### config.mk
export PLATFORM = sky130hd
export DESIGN_NAME = crc_checked_frame_receiver_top
export DESIGN_NICKNAME = d
export VERILOG_FILES = /design/src/hdl/crcfr_pkg.sv /design/src/hdl/crc_checked_frame_receiver_top.sv /design/src/hdl/crcfr_crc_byte.sv
export SDC_FILE = /design/constraint.sdc
export NUM_CORES = 1
export LEC_CHECK = 0
export BUFFER_PORTS_ARGS = -buffer_cell sky130_fd_sc_hd__buf_2
export CAP_MARGIN = 5
export CORE_ASPECT_RATIO = 0.75
export CORE_MARGIN = 2
export CORE_UTILIZATION = 45
export DETAILED_ROUTE_END_ITERATION = 16
export PLACE_DENSITY = 0.67
export SLEW_MARGIN = 20
export SYNTH_ARGS = -nofsm -noshare
export SYNTH_HDL_FRONTEND = slang
export SYNTH_HIERARCHICAL = 1
export SYNTH_SLANG_ARGS = --single-unit
### constraint.sdc
create_clock -name i_clk -period 6.95 [get_ports i_clk]
set_input_delay 0.3475 -clock i_clk [delete_from_list [all_inputs] [get_ports i_clk]]
set_output_delay 0.3475 -clock i_clk [all_outputs]
set_load 0.005 [all_outputs]
### src/hdl/crcfr_pkg.sv
// Package for the CRC-checked frame receiver.
// Holds the phase encoding, status codes, result layout and CRC-32 constants.
// No dependencies.
package crcfr_pkg;

    // CRC-32, reflected form
    localparam logic [31:0] CRC_INIT = 32'hFFFF_FFFF;
    localparam logic [31:0] CRC_POLY = 32'hEDB8_8320;

    // Reset values of the marker registers
    localparam logic [7:0] START_MARKER_RST = 8'hAA;
    localparam logic [7:0] END_MARKER_RST   = 8'hBB;

    // Configuration register indexes
    localparam logic CFG_START_MARKER = 1'b0;
    localparam logic CFG_END_MARKER   = 1'b1;

    // Largest length that the report field can show
    localparam logic [15:0] LEN_SAT = 16'd2047;

    // Result kinds (travel on tuser)
    localparam logic KIND_PAYLOAD = 1'b0;
    localparam logic KIND_REPORT  = 1'b1;

    // Frame status codes
    typedef enum logic [2:0] {
        ST_OK       = 3'd0,
        ST_BADSTART = 3'd1,
        ST_TOOLONG  = 3'd2,
        ST_CRCBAD   = 3'd3,
        ST_BADEND   = 3'd4
    } t_status;

    // Receiver phase, one-hot
    typedef enum logic [6:0] {
        PH_HUNT    = 7'b000_0001,
        PH_TYPE    = 7'b000_0010,
        PH_LEN_HI  = 7'b000_0100,
        PH_LEN_LO  = 7'b000_1000,
        PH_PAYLOAD = 7'b001_0000,
        PH_CRC     = 7'b010_0000,
        PH_END     = 7'b100_0000
    } t_phase;

    // Result item as packed into tdata, first field highest, last field lowest
    typedef struct packed {
        logic [1:0]  pad;
        t_status     frame_status;
        logic [10:0] frame_length;
        logic [7:0]  frame_type;
        logic [7:0]  payload_byte;
    } t_result;

endpackage

### src/hdl/crc_checked_frame_receiver_top.sv
// Top level of the CRC-checked frame receiver.
// Depends on crcfr_pkg and crcfr_crc_byte.
//
// Takes received serial bytes and parses frames of the form: start marker,
// type, 16-bit length (high byte first), payload, CRC-32 (low byte first),
// end marker. Each payload byte goes out as it arrives (tuser = 0); the end of
// a frame, or any error, gives a report (tuser = 1) with type, length
// (saturated to 2047) and status: 0 ok, 1 bad start, 2 length too large,
// 3 CRC mismatch, 4 bad end. Every byte outside a frame other than the start
// marker gives a bad-start report. The block takes one byte per clock unless a
// held result stalls it; a byte's result passes through the input register,
// then the result register. The per-byte CRC update is an eight-step unrolled
// loop that settles combinationally between those registers. A result held
// by the master side stalls the input only while the byte behind it also has
// a result. The user must write the marker registers through the configuration
// port while no byte is in flight, not enforced by the block.
module crc_checked_frame_receiver_top
    import crcfr_pkg::*;
#(
    parameter int MAX_PAYLOAD = 1024
) (
    input  logic        i_clk,
    input  logic        i_rst_n,
    // configuration writes
    input  logic        i_cfg_we,
    input  logic        i_cfg_idx,
    input  logic [7:0]  i_cfg_data,
    // received bytes
    input  logic        s_axis_tvalid,
    output logic        s_axis_tready,
    input  logic [7:0]  s_axis_tdata,   // [7:0] rx_byte
    // results
    output logic        m_axis_tvalid,
    input  logic        m_axis_tready,
    output logic [31:0] m_axis_tdata,   // [7:0] payload_byte, [15:8] frame_type,
                                        // [26:16] frame_length, [29:27] frame_status
    output logic        m_axis_tuser    // result_kind
);

    localparam int          CW      = $clog2(MAX_PAYLOAD + 1);
    localparam logic [15:0] MAX_LEN = 16'(MAX_PAYLOAD);

    // Configuration registers
    logic [7:0] r_start_marker;
    logic [7:0] r_end_marker;

    always_ff @(posedge i_clk) begin
        if (!i_rst_n) begin
            r_start_marker <= START_MARKER_RST;
            r_end_marker   <= END_MARKER_RST;
        end else if (i_cfg_we) begin
            unique case (i_cfg_idx)
                CFG_START_MARKER: r_start_marker <= i_cfg_data;
                CFG_END_MARKER:   r_end_marker   <= i_cfg_data;
                default:          ;
            endcase
        end
    end

    // Input register
    logic       r_in_valid;
    logic [7:0] r_in_byte;
    logic       advance;
    logic       out_free;
    logic       has_res;

    assign out_free      = !m_axis_tvalid || m_axis_tready;
    assign advance       = r_in_valid && (!has_res || out_free);
    assign s_axis_tready = !r_in_valid || advance;

    always_ff @(posedge i_clk) begin
        if (!i_rst_n) begin
            r_in_valid <= 1'b0;
        end else if (s_axis_tready) begin
            r_in_valid <= s_axis_tvalid;
        end
    end

    always_ff @(posedge i_clk) begin
        if (s_axis_tvalid && s_axis_tready) begin
            r_in_byte <= s_axis_tdata;
        end
    end

    // Frame state
    t_phase        r_phase;
    logic [31:0]   r_crc;
    logic [31:0]   r_rx_crc;
    logic [15:0]   r_len;
    logic [CW-1:0] r_remain;
    logic [7:0]    r_type;
    logic [1:0]    r_crc_idx;

    t_phase        n_phase;
    logic [31:0]   n_crc;
    logic [31:0]   n_rx_crc;
    logic [15:0]   n_len;
    logic [CW-1:0] n_remain;
    logic [7:0]    n_type;
    logic [1:0]    n_crc_idx;

    logic [31:0] crc_base;
    logic [31:0] crc_upd;
    logic [15:0] len_full;
    logic [15:0] len_sat_src;
    logic [10:0] len_sat;
    logic        res_kind;
    t_result     res;

    // Start marker restarts the CRC from its initial value
    assign crc_base = (r_phase == PH_TYPE || r_phase == PH_LEN_HI ||
                       r_phase == PH_LEN_LO || r_phase == PH_PAYLOAD) ? r_crc : CRC_INIT;

    crcfr_crc_byte u_crc (
        .i_crc  (crc_base),
        .i_byte (r_in_byte),
        .o_crc  (crc_upd)
    );

    // Length as it stands after the low byte, and its saturated report value
    assign len_full    = {r_len[15:8], r_in_byte};
    assign len_sat_src = (r_phase == PH_LEN_LO) ? len_full : r_len;
    assign len_sat     = (len_sat_src > LEN_SAT) ? LEN_SAT[10:0] : len_sat_src[10:0];

    // Per-byte parser step
    always_comb begin
        n_phase   = r_phase;
        n_crc     = r_crc;
        n_rx_crc  = r_rx_crc;
        n_len     = r_len;
        n_remain  = r_remain;
        n_type    = r_type;
        n_crc_idx = r_crc_idx;
        has_res   = 1'b0;
        res_kind  = KIND_REPORT;
        res.pad          = 2'd0;
        res.payload_byte = 8'd0;
        res.frame_type   = r_type;
        res.frame_length = len_sat;
        res.frame_status = ST_OK;

        unique case (r_phase)
            PH_TYPE: begin
                n_type  = r_in_byte;
                n_crc   = crc_upd;
                n_phase = PH_LEN_HI;
            end
            PH_LEN_HI: begin
                n_len   = {r_in_byte, 8'd0};
                n_crc   = crc_upd;
                n_phase = PH_LEN_LO;
            end
            PH_LEN_LO: begin
                n_len = len_full;
                n_crc = crc_upd;
                if (len_full > MAX_LEN) begin
                    n_phase          = PH_HUNT;
                    has_res          = 1'b1;
                    res.frame_status = ST_TOOLONG;
                end else begin
                    n_remain  = len_full[CW-1:0];
                    n_crc_idx = 2'd0;
                    n_rx_crc  = 32'd0;
                    n_phase   = (len_full == 16'd0) ? PH_CRC : PH_PAYLOAD;
                end
            end
            PH_PAYLOAD: begin
                n_crc    = crc_upd;
                n_remain = r_remain - CW'(1);
                if (r_remain == CW'(1)) begin
                    n_phase = PH_CRC;
                end
                has_res          = 1'b1;
                res_kind         = KIND_PAYLOAD;
                res.payload_byte = r_in_byte;
            end
            PH_CRC: begin
                // received low byte first: shift in from the top
                n_rx_crc  = {r_in_byte, r_rx_crc[31:8]};
                n_crc_idx = r_crc_idx + 2'd1;
                if (r_crc_idx == 2'd3) begin
                    n_phase = PH_END;
                end
            end
            PH_END: begin
                n_phase = PH_HUNT;
                has_res = 1'b1;
                if (r_in_byte != r_end_marker) begin
                    res.frame_status = ST_BADEND;
                end else if (~r_crc != r_rx_crc) begin
                    res.frame_status = ST_CRCBAD;
                end else begin
                    res.frame_status = ST_OK;
                end
            end
            default: begin
                // hunting for a start marker
                n_phase = PH_HUNT;
                if (r_in_byte != r_start_marker) begin
                    has_res          = 1'b1;
                    res.frame_type   = 8'd0;
                    res.frame_length = 11'd0;
                    res.frame_status = ST_BADSTART;
                end else begin
                    n_crc     = crc_upd;
                    n_rx_crc  = 32'd0;
                    n_len     = 16'd0;
                    n_remain  = '0;
                    n_type    = 8'd0;
                    n_crc_idx = 2'd0;
                    n_phase   = PH_TYPE;
                end
            end
        endcase
    end

    // State update on each processed byte
    always_ff @(posedge i_clk) begin
        if (!i_rst_n) begin
            r_phase   <= PH_HUNT;
            r_crc     <= CRC_INIT;
            r_rx_crc  <= 32'd0;
            r_len     <= 16'd0;
            r_remain  <= '0;
            r_type    <= 8'd0;
            r_crc_idx <= 2'd0;
        end else if (advance) begin
            r_phase   <= n_phase;
            r_crc     <= n_crc;
            r_rx_crc  <= n_rx_crc;
            r_len     <= n_len;
            r_remain  <= n_remain;
            r_type    <= n_type;
            r_crc_idx <= n_crc_idx;
        end
    end

    // Result register
    logic    r_out_valid;
    logic    r_out_kind;
    t_result r_out;

    always_ff @(posedge i_clk) begin
        if (!i_rst_n) begin
            r_out_valid <= 1'b0;
        end else if (advance && has_res) begin
            r_out_valid <= 1'b1;
        end else if (m_axis_tready) begin
            r_out_valid <= 1'b0;
        end
    end

    always_ff @(posedge i_clk) begin
        if (advance && has_res) begin
            r_out_kind <= res_kind;
            r_out      <= res;
        end
    end

    assign m_axis_tvalid = r_out_valid;
    assign m_axis_tdata  = r_out;
    assign m_axis_tuser  = r_out_kind;

endmodule

### src/hdl/crcfr_crc_byte.sv
// One-byte update of the reflected CRC-32 (polynomial 0xEDB88320).
// Eight bit steps unrolled into one combinational pass.
// Depends on crcfr_pkg.
module crcfr_crc_byte
    import crcfr_pkg::*;
(
    input  logic [31:0] i_crc,
    input  logic [7:0]  i_byte,
    output logic [31:0] o_crc
);

    // Shift out eight bits, folding in the polynomial on a set LSB
    always_comb begin
        logic [31:0] v_crc;
        v_crc = i_crc ^ {24'd0, i_byte};
        for (int k = 0; k < 8; k++) begin
            if (v_crc[0]) begin
                v_crc = (v_crc >> 1) ^ CRC_POLY;
            end else begin
                v_crc = v_crc >> 1;
            end
        end
        o_crc = v_crc;
    end

endmodule

# Word-level counts from Yosys, hierarchy flattened
# Cells that the tools add are included.
[totals]
reg_bits = 165
inputBits = 22
word_cells = 136
[op_classes]
add_sub_neg = 2
magnitude_cmp = 2
eq_ne = 20
n_mux = 44
bitwise = 17
reduce_logical = 33
[op_table]
columns = ["cell", "n"]
rows = [
  ["2-to-1 mux 32 bit", 12],
  ["NOT 13 -> 14 bit", 8],
  ["case mux 32 bit (3 select lines)", 1],
  ["case mux 32 bit (2 select lines)", 1],
  ["case mux 16 bit (3 select lines)", 1],
  ["case mux 7 bit (6 select lines)", 1],
  ["2-to-1 mux 11 bit", 3],
  ["case mux 11 bit (3 select lines)", 1],
  ["> comparator 16 x 11 -> 1 bit (second input constant)", 2],
  ["inequality test 32 bit", 1],
  ["NOT 32 bit", 1],
  ["bitwise XOR 32 x 8 -> 32 bit", 1],
  ["2-to-1 mux 20 bit", 1],
  ["OR reduction 4 bit", 5],
  ["2-to-1 mux 19 bit", 1],
  ["logical NOT 16 bit", 1],
  ["2-to-1 mux 16 bit", 1],
  ["2-to-1 mux 8 bit", 2],
  ["inequality test 8 bit", 2],
  ["case mux 8 bit (2 select lines)", 1],
  ["2-to-1 mux 7 bit", 2],
  ["2-to-1 mux 6 bit", 2],
  ["AND reduction 3 bit", 4],
  ["AND reduction 4 bit", 3],
  ["30 further kinds", 60],
]

# Depth between registers and ports, before layout
# Gate-level depths: netlist of the first run.
[logic_depth]
word_depth = 24
mapped_depth = 13
mapped_depth_nobuf = 11

# Cells and area by module
# Netlist of the first run, hierarchy kept.
[modules_own_cells]
columns = ["module", "n_inst", "cells_each", "area_each_um2", "seq_area_each_um2"]
rows = [
  ["crc_checked_frame_receiver_top", 1, 881, 7747.4, 3693.5],
  ["crcfr_crc_byte", 1, 64, 954.7, 0.0],
]

# Worst setup path before layout of the first run
# OpenSTA, ideal clock, no wires.
[synth_path]
path_kind = "reg2reg"
from = "register r_phase[1]"
to = "register r_crc[17]"
setup_ns = 0.106
arrival_ns = 3.552
path_slack_ns = 3.292
stages_incl_launch_ff = 12
n_path_buf = 1
synth_period_minus_slack_ns = 3.658
cell_sequence = "dfxtp_1 -> or4_4 -> nor4b_4 -> clkinv_1 -> nand3_1 -> clkbuf_1 -> nand2b_1 -> xnor2_4 -> xnor3_2 -> xor3_1 -> inv_1 -> o311ai_0"
[synth_rtl]
columns = ["item", "line_no", "source"]
rows = [
  ["start, declared", "crc_checked_frame_receiver_top.sv:86", "t_phase r_phase;"],
  ["start signal, assigned", "crc_checked_frame_receiver_top.sv:228", "r_phase <= n_phase;"],
  ["equality test 7 x 2 -> 1 bit or equality test 7 x 3 -> 1 bit (tied branches)", "crc_checked_frame_receiver_top.sv:111", "assign crc_base = (r_phase == PH_TYPE || r_phase == PH_LEN_HI ||"],
  ["logical OR 1 bit (2 in series)", "crc_checked_frame_receiver_top.sv:111", ""],
  ["logical OR 1 bit (*)", "crc_checked_frame_receiver_top.sv:112", "r_phase == PH_LEN_LO || r_phase == PH_PAYLOAD) ? r_crc : CRC_INIT;"],
  ["2-to-1 mux 32 bit (*)", "crc_checked_frame_receiver_top.sv:112", ""],
  ["net crc_base[3]", "crc_checked_frame_receiver_top.sv:102", "logic [31:0] crc_base;"],
  ["bitwise XOR 32 x 8 -> 32 bit (*)", "crcfr_crc_byte.sv:15", "v_crc = i_crc ^ {24'd0, i_byte};"],
  ["2-to-1 mux 32 bit (*) (4 in series)", "crcfr_crc_byte.sv:17", "if (v_crc[0]) begin"],
  ["NOT 13 -> 14 bit (no line)", "n/a", ""],
  ["2-to-1 mux 32 bit (*)", "crcfr_crc_byte.sv:17", ""],
  ["NOT 13 -> 14 bit (no line)", "n/a", ""],
  ["2-to-1 mux 32 bit (*) (3 in series)", "crcfr_crc_byte.sv:17", ""],
  ["net crc_upd[17]", "crc_checked_frame_receiver_top.sv:103", "logic [31:0] crc_upd;"],
  ["2-to-1 mux 32 bit", "crc_checked_frame_receiver_top.sv:199", "if (r_in_byte != r_start_marker) begin"],
  ["case mux 32 bit (2 select lines) (*)", "crc_checked_frame_receiver_top.sv:142", "unique case (r_phase)"],
  ["end signal, assigned", "crc_checked_frame_receiver_top.sv:229", "r_crc <= n_crc;"],
  ["end, declared", "crc_checked_frame_receiver_top.sv:87", "logic [31:0] r_crc;"],
]
# Mark *: on every way through the listed nets, which the timed path passes. The rest lies on a longest branch. The select of a mux whose other input is x is not followed.
# A chain may end at the register's enable or synchronous reset.

# Worst setup path after layout of the first run
# Same ends and word-level chain as after synthesis.

==> results of run 1 <==
[cells by family after synthesis]
group                    Yosys count  synth area share (%)
multiplexers                       2                 0.230
adder cells (fa/ha/maj)            3                 0.431
other                              1                0.0431
XOR/XNOR                         117                  16.4
AND/OR/NAND/NOR                  331                  19.5
AO/OA/AOI/OAI                    213                  15.8
buffers and inverters            113                  5.19
flip-flops                       165                  42.4
[worst min path at each step]
stage                                 startpoint                      to  slack, ps  cells after the start
after floorplan           r_type[2]$_SDFFE_PN0P_  r_type[2]$_SDFFE_PN0P_        430                      2
after global placement    r_type[3]$_SDFFE_PN0P_  r_type[3]$_SDFFE_PN0P_        440                      2
after detailed placement  r_type[5]$_SDFFE_PN0P_  r_type[5]$_SDFFE_PN0P_        440                      2
after CTS                        s_axis_tdata[7]  r_in_byte[7]$_DFFE_PP_         80                      1
after global routing             s_axis_tdata[0]  r_in_byte[0]$_DFFE_PP_         80                      1
final                            s_axis_tdata[6]  r_in_byte[6]$_DFFE_PP_         90                      1
[layer usage]
layer | up-vias | GRT usage [%] | share of wire [%]
met3 | 22 | 6.46 | 9.0
met4 | 0 | 4.96 | 1.2
met2 | 286 | 28.4 | 38
met1 | 3403 | 36.8 | 52
met5 | - | 0 | 0
li1 | 3370 | - | -
[synth_stat cells, types with 20 or more instances]
cell type / count
nor2_1: 30
nor4_1: 20
clkbuf_1: 62
nand2_1: 121
xnor2_1: 78
edfxtp_1: 39
o21ai_0: 53
nand3_1: 58
inv_1: 36
o311ai_0: 32
dfxtp_1: 126
nand2b_1: 34
a21oi_1: 82
[power groups by stage]
| stage | logic [uW] | registers, uW | clock network (uW) |
|---|---|---|---|
| 3_3_place_gp | 207 | 1030 | 0 |
| 4_1_cts | 209 | 1010 | 952 |
| 2_1_floorplan | 155 | 1030 | 0 |
| 3_5_place_dp | 207 | 1030 | 0 |
| 6_report | 210 | 1010 | 940 |
| 5_1_grt | 230 | 1010 | 995 |
[stage by stage]
stage | setup WS, ps | utilization, % | hold slack (ps) | cells | cell area (um2)
final | 2260 | 50.8 | 92.3 | 1227 | 9740
after floorplan | 3290 | - | 427 | 946 | 8710
after global routing | 1830 | 50.8 | 76.7 | 1227 | 9740
after CTS | 2270 | 50.6 | 82.0 | 1226 | 9700
after global placement | 2510 | 47.6 | 435 | 1194 | 9120
after detailed placement | 2320 | 47.6 | 439 | 1194 | 9120
[sequential cells by signal (all words and copies together) (netlist names), 2 cells and up]
signal,count
r_crc,32
r_type,8
r_phase,7
r_rx_crc,32
r_start_marker,8
r_len,16
r_end_marker,8
r_remain,11
r_in_byte,8
m_axis_tdata,30
r_crc_idx,2
[cell type report]
class	count	area (um2)
Fill cell	1737	9420
Multi-Input combinational cell	668	4590
Clock buffer	18	439
Timing Repair Buffer	70	410
Inverter	39	146
Tap cell	253	317
Clock inverter	14	140
Sequential cell	165	3690
[cells in the final DEF, fill, tap and decap left out, types with 4 or more instances in the layout]
master      synthesis  final
a21oi_1            82     82
a32o_1              9      9
and2_1             13     13
buf_2               4     54
buf_4               2     15
clkbuf_16           0     17
clkinvlp_4          0      5
dfxtp_1           126    126
edfxtp_1           39     39
inv_1              36     36
inv_6               0      6
nand2_1           121    121
nand2b_1           34     34
nand3_1            58     58
nand4_1            16     16
nor2_1             30     28
nor2b_1            11     11
nor3_1              7      6
nor4_1             20     20
o211ai_1            6      6
o21ai_0            53     53
o22ai_1             6      6
o311ai_0           32     32
or3_1               4      4
xnor2_1            78     78
xnor2_2             8      8
xnor2_4             4      4
xnor3_1            11     11
xor2_1              8      8
xor3_1              6      6
==> run summary, run 1 <==
The clock tree synthesis step divided the H-tree into 4 levels. The post-route netlist has between 10% and 20% of its cells at a drive strength greater than 1. The number of global-route vias before repair came out at 6333. The synthesis-to-finish area growth is 11.9%.

STA classifies the critical path endpoint as a register. The initial cell density of the core is 45.4%. The worst-case vdd ir drop came out at approximately 0.16 mV. Using the TritonRoute via totals, the vias-per-cell ratio works out to 5.77. The final routed wire length divided by cell count came out at approximately 18 um.

In this run the clock root is driven by a clkbuf_16. The net switching fraction of the power is 26.0%. Per report_power, the combinational group accounts for 9.7% of the total.

The sum of negative setup slack is 0 ps. In this run the power density over the cells is between 200 and 250 mW/mm2. The post-detailed-route count of antenna-violating nets came out at 0.

The number of clock sinks is approximately 170. The quantity of gates resized following cts is 0. The die covers 0.0205 mm2. In this run the tool buffered the top-level ports with 54 buffer cells. The most critical setup path has its endpoint at r_crc[17]$_SDFFE_PN1P_.

The mapped netlist covers 0.00870 mm2. The number of enable-type register cells in the synthesized netlist came out at 39. The cell count after synthesis came out at around 950. The clock insertion delay at the later pin of the skew report is about 440 ps. In this design, the stage delay of the slowest critical-path cell is ~640 ps. The floorplan row count came out at 44.

The post-route fraction of the period consumed by the critical path came out at 67.5%. The area share of the largest cell type after synthesis is slightly below 30%. The number of cells on the worst reg-to-reg path is 11. The worst hold path belongs to the class input pin to register.

The post-detailed-routing wire length is approximately 22 mm. The flow ran to the end, and the final reports show no timing, DRC or antenna violations. The total of endpoints with negative setup slack in the final report came out at 0. The maximum clock path buffer count is 2.

The async set or reset register ratio after synthesis is 0%. The placer's final routability congestion estimate is just under 0.9. Setup repair after global routing left no endpoint under its margin. The type of the worst setup path is register to register. The number of hold violations in the final report is 0. In this run the critical register-to-register path is launched from r_phase[1]$_SDFFE_PN0P_. The clock power share is a little over two fifths. The cell type with the largest total area after synthesis is dfxtp_1. The final critical path time including I/O delays and setup came out at 4690 ps. The fraction of power consumed by sequential logic is a little under half. The hold buffer count at CTS came out at 0. The clock input transition at the sequential cells of the worst setup and hold paths is roughly 70 ps.

Walking the worst path, the cells encountered are or4_4, nor4b_4, clkinv_1, nand3_1, buf_4, nand2b_1, xnor2_4, xnor3_2, xor3_1, inv_1, o311ai_0. Headroom to the max-slew limit came out at about 38%. The I/O pin total came out at 57.

The sequential cell area fraction in the yosys report came out at 42.4%. The power consumption is about 2200 uW. The required arrival time at the worst endpoint came out at 7280 ps.

The total count of max-transition violations in the final report is 0. The internal portion of the total power is ~1600 uW. Entering global routing, the biggest net connects 79 pins.

The setup slack of the worst register-to-register path is between 2000 and 2500 ps. The CTS tree is done. The post-synthesis register bit count came out at 165. The net switching component of the power came out at 561 uW. The die boundary height came out at between 100 and 150 um. The standby leakage power is about 0.0035 uW.

The leftover overflow at the end of global routing is 0. The number of buffer and inverter stages on the critical path is 3. The number of CTS-inserted buffers is 17. The critical path crosses 11 cells after its start point. The highest net fanout along the worst path is 33. The repair_antennas step left the layout with diodes totalling 0. The tool flagged a number of max-cap violations equal to 0.

The post-detailed-placement half-perimeter wirelength came out at around 15 mm. The critical path's top delay family is simple AND/OR/NAND/NOR gates. The number of violations reported at the end of detailed-routing iteration 0 is 805. The initial antenna violation count is 0. The measured slew at the worst slew-check pin is roughly 930 ps. The remaining routing DRC violations came out at 0. The launch point of the worst path is r_phase[1]$_SDFFE_PN0P_. After synthesis, the cell types taking the most area are dfxtp_1, edfxtp_1, xnor2_1. The first global-routing pass estimated about 36 mm of wire.

The average footprint of a synthesized cell came out at 9.21 um2. The critical-path cell with the highest stage delay is nor4b_4. The number of nets in the final layout came out at around 990. The worst register-to-register path ends at r_crc[17]$_SDFFE_PN1P_. The setup skew after layout came out at ~15 ps. The die boundary width came out at about 160 um.

The element type at the critical path start is a register. Before antenna repair, the detailed router went through 6 iterations. The achievable clock frequency is between 200 and 250 MHz. The count of buffers added by post-CTS timing repair for setup is 0.

The routed layout has ~7100 vias. The number of unique standard cell types used by synthesis is 70. For this run, the total global-route usage over all layers was measured as about 22%. The most used flip-flop cell after synthesis is dfxtp_1.

The core region is between 0.015 and 0.02 mm2. The number of warnings issued by yosys came out at 6. The data arrival time at the worst-slack endpoint came out at 5020 ps.
Power figures use the tool's default switching activity.
==> inputs of run 2 (changes only) <==
Settings changed: PLACE_DENSITY 0.67 to 0.7.
Clock period 6.95 ns to 3.95 ns, I/O delays scaled along.
==> run summary, run 2 (same netlist as run 1, synthesis figures left out) <==
The achievable clock frequency is 270 MHz (was 213 MHz). The measured slew at the worst slew-check pin came out at 996 ps (was 928 ps). The number of detailed-route iterations in the first pass came to 8 (was 6). The CTS tree is done (unchanged).

The die boundary width is 165 um (unchanged). The number of hold violations in the final report was 0 (unchanged). The number of clock sinks is 165 (unchanged).

The data arrival time at the worst-slack endpoint came to 4020 ps (was 5020 ps). The placer's final routability congestion estimate is 0.897 (was 0.877). The count of maximum capacitance violations came out at 0 (unchanged).

The required arrival time at the worst endpoint is 4260 ps (was 7280 ps). The end point of the worst hold path is r_start_marker[7]$_SDFFE_PN1P_ (was r_in_byte[6]$_DFFE_PP_). The post-route cell area was 0.00999 mm2 (was 0.00974 mm2). The type of the worst setup path is register to register (unchanged). The clock root buffer is clkbuf_16 (unchanged). The launch instance of the worst min-delay path is i_cfg_data[7] (was s_axis_tdata[6]).

The number of violations reported at the end of detailed-routing iteration 0 came to 757 (was 805). The worst min-delay path category was input pin to register (unchanged). The combinational fraction of design power is 10.0% (was 9.7%). The leftover overflow at the end of global routing is 0 (unchanged). Outcome: complete, no violations (unchanged). The max-slew headroom at the worst pin came out at 33.5% (was 37.9%). The cell-internal power is 2930 uW (was 1600 uW).

The final critical path time including I/O delays and setup is 3710 ps (was 4690 ps). The post-detailed-routing wire length came out at 22.8 mm (was 22.4 mm). The post-detailed-route count of antenna-violating nets is 0 (unchanged). The net switching component of the power came to 961 uW (was 561 uW). The total number of vias is 7176 (was 7081). The total of endpoints with negative setup slack in the final report is 0 (unchanged). The ratio of total power to cell area came out at 390 mW/mm2 (was 222 mW/mm2).

Most frequent cells in the layout: dfxtp_1, nand2_1, a21oi_1, xnor2_1, nand3_1 (unchanged). The clock input transition at the sequential cells of the worst setup and hold paths came to 70 ps (about the same). The worst hold path depth came to 3 (was 1). The clock power share is 44.4% (was 43.5%). The remaining routing DRC violations is 0 (unchanged). The per-cell via count in the routed design is 5.72 (was 5.77).

The number of fillers in the final layout is 1747 (was 1737). The number of global-route vias before repair came out at 6513 (was 6333). The number of cells on the worst reg-to-reg path was 10 (was 11). The fraction of power consumed by sequential logic is 45.7% (was 46.8%).

The post-route fraction of the period consumed by the critical path came out at 93.9% (was 67.5%). The maximum clock path buffer count came to 2 (unchanged). The final routed wire length divided by cell count came out at 18.2 um (about the same).

The area inside the core boundary came out at 0.0192 mm2 (unchanged). The net switching fraction of the power came out at 24.7% (was 26.0%). The layout cell share with drive strength beyond 1 is 15.0% (was 13.9%). The setup slack of the worst register-to-register path was 240 ps (was 2260 ps).

The largest net degree at the start of global routing came out at 66 (was 79). The initial cell density of the core came to 45.4% (unchanged). The total count of max-transition violations in the final report came to 0 (unchanged). The total placed instance area came to 0.00925 mm2 (was 0.00912 mm2). The element type at the critical path start is a register (unchanged). The most common cell after layout, fill and taps aside is dfxtp_1 (unchanged).

The total routing usage reported by global routing is 22.5% (about the same). The count of input and output buffers came out at 54 (unchanged). The number of nets in the final layout is 1013 (was 986). The I/O pin total is 57 (unchanged). The power consumption is 3890 uW (was 2160 uW). The die area was 0.0205 mm2 (unchanged). The worst-case vdd ir drop came out at 0.338 mV (was 0.156 mV).

The clock insertion delay at the later pin of the skew report is 430 ps (was 440 ps). The category of the worst setup path capture point was a register (unchanged). The number of antenna cells inserted came out at 0 (unchanged). The standby leakage power came to 0.00366 uW (was 0.00351 uW).

The worst slack at placement came out at 255 ps (was 2320 ps). The source of the worst register-to-register timing path is r_phase[5]$_SDFFE_PN0P_ (was r_phase[1]$_SDFFE_PN0P_). The total number of H-tree levels came out at 4 (unchanged). The post-layout worst setup margin came out at 241 ps (was 2260 ps).

The sequential cell area in the final layout is 0.00369 mm2 (unchanged). The footprint of the multi-input gates came to 0.00459 mm2 (about the same). Setup repair after global routing missed its margin: no (unchanged).

The synthesis-to-finish area growth is 14.8% (was 11.9%). The number of CTS-inserted buffers is 17 (unchanged). The floorplan row count came out at 44 (unchanged).

The global-route wire length before repair came out at 36.1 mm (about the same). The sum of negative setup slack is 0 ps (unchanged). The die boundary height is 124 um (unchanged). The highest net fanout along the worst path came out at 22 (was 33). The setup skew after layout came out at 11.2 ps (was 15.2 ps).

The post-detailed-placement half-perimeter wirelength came to 15.3 mm (was 14.7 mm). The endpoint of the worst-slack reg-to-reg timing path is r_crc[17]$_SDFFE_PN1P_ (unchanged). The worst slack on hold paths is 7.21 ps (was 92.3 ps). The initial antenna violation count came out at 0 (unchanged).
==> run 2: power groups by stage <==
stage	registers [uW]	clock network, uW	logic [uW]
after global placement	1810	0	373
final	1780	1730	388
after floorplan	1810	0	273
after CTS	1780	1750	385
after global routing	1780	1820	421
after detailed placement	1810	0	375
==> run 2: through the flow <==
stage | utilization (%) | instances
after detailed placement | 48.3 | 1211
final | 52.1 | 1254
after global routing | 52.1 | 1254
after CTS | 52.0 | 1253
after floorplan | - | 946
after global placement | 48.3 | 1211
==> run 2: final cells by class <==
| type | instances | area share, % |
|---|---|---|
| clock buffers | 18 | 4.30 |
| clock inverters | 14 | 1.75 |
| inverters | 39 | 1.47 |
| multi-input cells | 668 | 45.9 |
| flip-flops and latches | 165 | 37.0 |
| well taps | 253 | 3.17 |
| repair buffers | 97 | 6.39 |
==> run 2: routing by layer <==
metal / wire length [um] / track usage, %
met1: 11400 / 35.3
met2: 9420 / 30.9
met3: 1730 / 5.46
met4: 210 / 5.12
met5: 0 / 0
==> run 2: worst max path at each step <==
stage	start	endpoint	slack (ps)	cells past startpoint
final	r_phase[5]$_SDFFE_PN0P_	r_crc[17]$_SDFFE_PN1P_	240	10
after global routing	r_phase[5]$_SDFFE_PN0P_	r_crc[17]$_SDFFE_PN1P_	40	10
after CTS	r_phase[5]$_SDFFE_PN0P_	r_crc[17]$_SDFFE_PN1P_	230	10
after detailed placement	r_phase[5]$_SDFFE_PN0P_	r_crc[17]$_SDFFE_PN1P_	260	10
after global placement	r_phase[5]$_SDFFE_PN0P_	r_crc[17]$_SDFFE_PN1P_	410	10
after floorplan	r_phase[1]$_SDFFE_PN0P_	r_crc[17]$_SDFFE_PN1P_	290	11
==> run 2: critical path: stages, from the launching register on <==
cell	delay, ps
dfxtp_1	450
or4b_2	700
a21o_1	350
nand3_1	140
buf_4	270
nand2b_1	180
xnor2_4	370
xnor3_2	450
xor3_1	300
inv_1	40
o311ai_0	330
==> run 2: timing repair <==
action / CTS / global route
hold endpoints to repair: 10 / 0
hold buffers: 10 / 0
setup endpoints to repair: 0 / 0
setup buffers: 0 / 0
resized for setup: 0 / 0
